--- src/rtl/approximate_median_background_assert.svh ---
// Assertion macros for the approximate median background block.
`ifndef APPROXIMATE_MEDIAN_BACKGROUND_ASSERT_SVH
`define APPROXIMATE_MEDIAN_BACKGROUND_ASSERT_SVH

// Same-cycle implication, sampled on clk_i, quiet while in reset.
`define AMB_ASSERT_NOW(lbl, ante, cons, msg) \
  lbl: assert property (@(posedge clk_i) disable iff (!rst_ni) (ante) |-> (cons)) \
    else $error(msg);

// Next-cycle implication, sampled on clk_i, quiet while in reset.
`define AMB_ASSERT_NEXT(lbl, ante, cons, msg) \
  lbl: assert property (@(posedge clk_i) disable iff (!rst_ni) (ante) |=> (cons)) \
    else $error(msg);

`endif

--- src/rtl/amb_ram.sv ---
// Generic simple dual-port RAM with registered read data.
`default_nettype none
module amb_ram #(
  parameter int Width = 8,
  parameter int Depth = 256,
  localparam int AddrW = (Depth > 1) ? $clog2(Depth) : 1
) (
  input  wire logic             clk_i,
  input  wire logic             we_i,
  input  wire logic [AddrW-1:0] waddr_i,
  input  wire logic [Width-1:0] wdata_i,
  input  wire logic             re_i,
  input  wire logic [AddrW-1:0] raddr_i,
  output logic      [Width-1:0] rdata_o
);

  logic [Width-1:0] mem_q [Depth];
  logic [Width-1:0] rdata_q;

  always_ff @(posedge clk_i) begin
    if (we_i) begin
      mem_q[waddr_i] <= wdata_i;
    end
  end

  // Read returns the old contents when the same entry is written in that cycle.
  always_ff @(posedge clk_i) begin
    if (re_i) begin
      rdata_q <= mem_q[raddr_i];
    end
  end

  assign rdata_o = rdata_q;

endmodule
`default_nettype wire

--- config.mk ---
export PLATFORM = sky130hd
export DESIGN_NAME = amb_ram
export DESIGN_NICKNAME = d
export VERILOG_FILES = /design/src/rtl/approximate_median_background_assert.svh /design/src/rtl/amb_ram.sv
export SDC_FILE = /design/constraint.sdc
export NUM_CORES = 2
export LEC_CHECK = 0
export BUFFER_PORTS_ARGS = -buffer_cell sky130_fd_sc_hd__buf_2
export CELL_PAD_IN_SITES_DETAIL_PLACEMENT = 1
export CELL_PAD_IN_SITES_GLOBAL_PLACEMENT = 1
export CORE_UTILIZATION = 40
export DETAILED_ROUTE_END_ITERATION = 7
export PLACE_DENSITY = 0.71
export SYNTH_ARGS = -nofsm -noshare
export SYNTH_HDL_FRONTEND = slang
export SYNTH_SLANG_ARGS = --single-unit
--- constraint.sdc ---
create_clock -name clk_i -period 6.2 [get_ports clk_i]
set_input_delay 0.62 -clock clk_i [delete_from_list [all_inputs] [get_ports clk_i]]
set_output_delay 0.62 -clock clk_i [all_outputs]
set_load 0.05 [all_outputs]
==> metrics.txt <==
Avg Inst Size Synth 21.3 sq um; Slew @ Worst Pin roughly 1400 ps; Layout Area Growth over Synthesis 12.1%; ratio of cells with drive above 1 in the final layout 0.222; most frequent cells in the layout 2,056 x edfxtp_1, 454 x mux4_2, 279 x nor2_1; initial DRC count 5,132; CP top delay family simple AND/OR/NAND/NOR gates; top cell type's share of synthesized area 0.775; GPL Wtd Cong slightly above 0.8; Max IR drop VDD ~0.0003 V; worst path bufs/invs 2; GRT overflow 0; TritonCTS Sinks around 2,100; Critical Path End Type flip-flop; die width between 400 and 500 microns; DP HPWL about 130,000 microns; most area-hungry cell type in the Yosys netlist edfxtp_1; max_slew headroom 0.0747; cell area after synthesis around 80,000 sq um; Final Hold Vio Count 0; fin. max-slew vios 0; CP max-delay cell nor3_1; share of synthesized flip-flops with an asynchronous set or reset 0; DR vias ~39,000; die area about 200,000 sq um; largest net degree at the start of global routing 177; Synth cell types 54; reg2reg end rdata_o[3]; Worst R2R Start mem_q[83][3]; Post-Route WL ~210,000 microns; syn nets between 3,000 and 4,000; Tmin final approximately 3700 ps; Initial Util 0.403; HP Start wdata_i[1]; wire per inst 31.5 microns; CTS Hold Bufs 0; total of max-cap violations 0; slowest stage delay, CP ~1000 ps; chip height 448 microns; Setup Fix Bufs, Post-CTS 0; Pwr Total a little under 30 mW; largest cells by area after synthesis edfxtp_1 78%, mux4_2 13%, mux2i_1 1.7%; unrepaired setup endpoints after global routing no; period utilization 0.593; first-pass GRT wire length between 200,000 and 300,000 microns; hold crit path type in -> reg; clock skew 40.0 ps; critical path startpoint raddr_i[4]; Core Box Area between 150,000 and 200,000 sq um; Clk Latency, worst-skew pair about 840 ps; critical path class in -> reg; Nets between 3,000 and 4,000; Critical Path AT 4210 ps; critical path depth 8; Syn Inst Count between 3,000 and 4,000; Antenna Nets Post-Route 0; number of I/O port buffers 34; vias in the first global route slightly above 40,000; CTS tree yes; CTS resizes 0; Hold EP mem_q[77][1]; initial antenna violation count 11; EDFF count, synth 2,056; Util after Layout 0.452; drt drc 0; top-level I/O count 35; final setup vio count 0; Reg clk slew, reported paths 60 ps; CP Launch Type input port; most common cell after layout, fill and taps aside edfxtp_1; hold path depth 1; sequential fraction of the synthesis area 0.775; aggregate global-route resource usage 0.209; outcome complete, no violations; Setup TNS 0 ps; 1st-pass router iterations 7; most common flop cell mapped by yosys edfxtp_1; clk buf depth 3; LEAKAGE about 27 nW; Power Density 325 nW/um^2; H-tree lvl count 4; drt via density just under 6; FF+latch count, synth about 2,100; Rows between 150 and 200; R2R cell count 6; CP max FO 25; cts bufs inserted 206; worst-path cell chain buf_2 -> nor2_4 -> buf_4 -> a22o_1 -> a221oi_1 -> o32ai_1 -> nor3_1 -> nor4_1; fmax roughly 270 MHz; Crit path required time 6730 ps; root buf cell clkbuf_16; synth warn 0; r2r setup slk ~2800 ps
-- metal layers --
layer | track usage | share of wire
met5 | 0 | 0.000062
met4 | 0.0702 | 0.031
met3 | 0.0354 | 0.076
met2 | 0.339 | 0.49
met1 | 0.286 | 0.40
-- registers in the layout, summed over array words and instances (netlist names) --
| name | flops |
|---|---|
| rdata_o | 8 |
| mem_q | 2048 |
-- worst max-delay path by stage --
stage	to	slack, ps
finish	rdata_o[3]	2530
global route	rdata_o[3]	2480
CTS	rdata_o[3]	2680
detailed placement	rdata_o[5]	1780
global placement	rdata_o[6]	1230
floorplan	rdata_o[2]	3500
-- report_power, final --
part	total, mW	internal, mW	switching, mW
clock network	12.2	6.96	5.27
registers	15.4	15.3	0.0243
logic	1.40	0.454	0.942
-- layout make-up --
class                   instances  area, sq um
flip-flops and latches       2056        61700
clock inverters               128         1150
diodes                          3         7.51
inverters                       2         7.51
well taps                    2640         3300
fillers                     18047       108000
clock buffers                 251         5430
multi-input cells            1442        16500
repair buffers                124         1160
-- cells by family (layout without fill, tap and decap cells) --
kind of cell           after synthesis  count (layout)  share of synthesized area
muxes                              591             591                      0.146
DFF                               2056            2056                      0.775
buffers and inverters              235             505                     0.0183
and+or+nand+nor                    466             466                     0.0263
AOI/OAI and AO/OA                  385             385                     0.0342
other                                0               3                          0
-- through the flow --
step	hold WS, ps	cells	setup WS, ps	area [sq um]
finish	261	6646	2530	89300
global route	246	6646	2480	89300
CTS	224	6643	2680	89300
detailed placement	1110	6264	1780	82700
global placement	1090	6262	1230	82700
floorplan	719	3733	3500	79600
-- synth_stat cells (all sizes together), types with 12 or more instances --
master,instances
edfxtp,2056
mux4,456
nor2,282
mux2i,134
a22oi,133
buf,122
clkbuf,111
a21oi,96
o221ai,47
nand3,34
nand2,33
nor2b,31
o22ai,28
nor4,27
nor3,22
a211oi,16
a221oi,14
o21ai,12
Power figures use the tool's default switching activity.
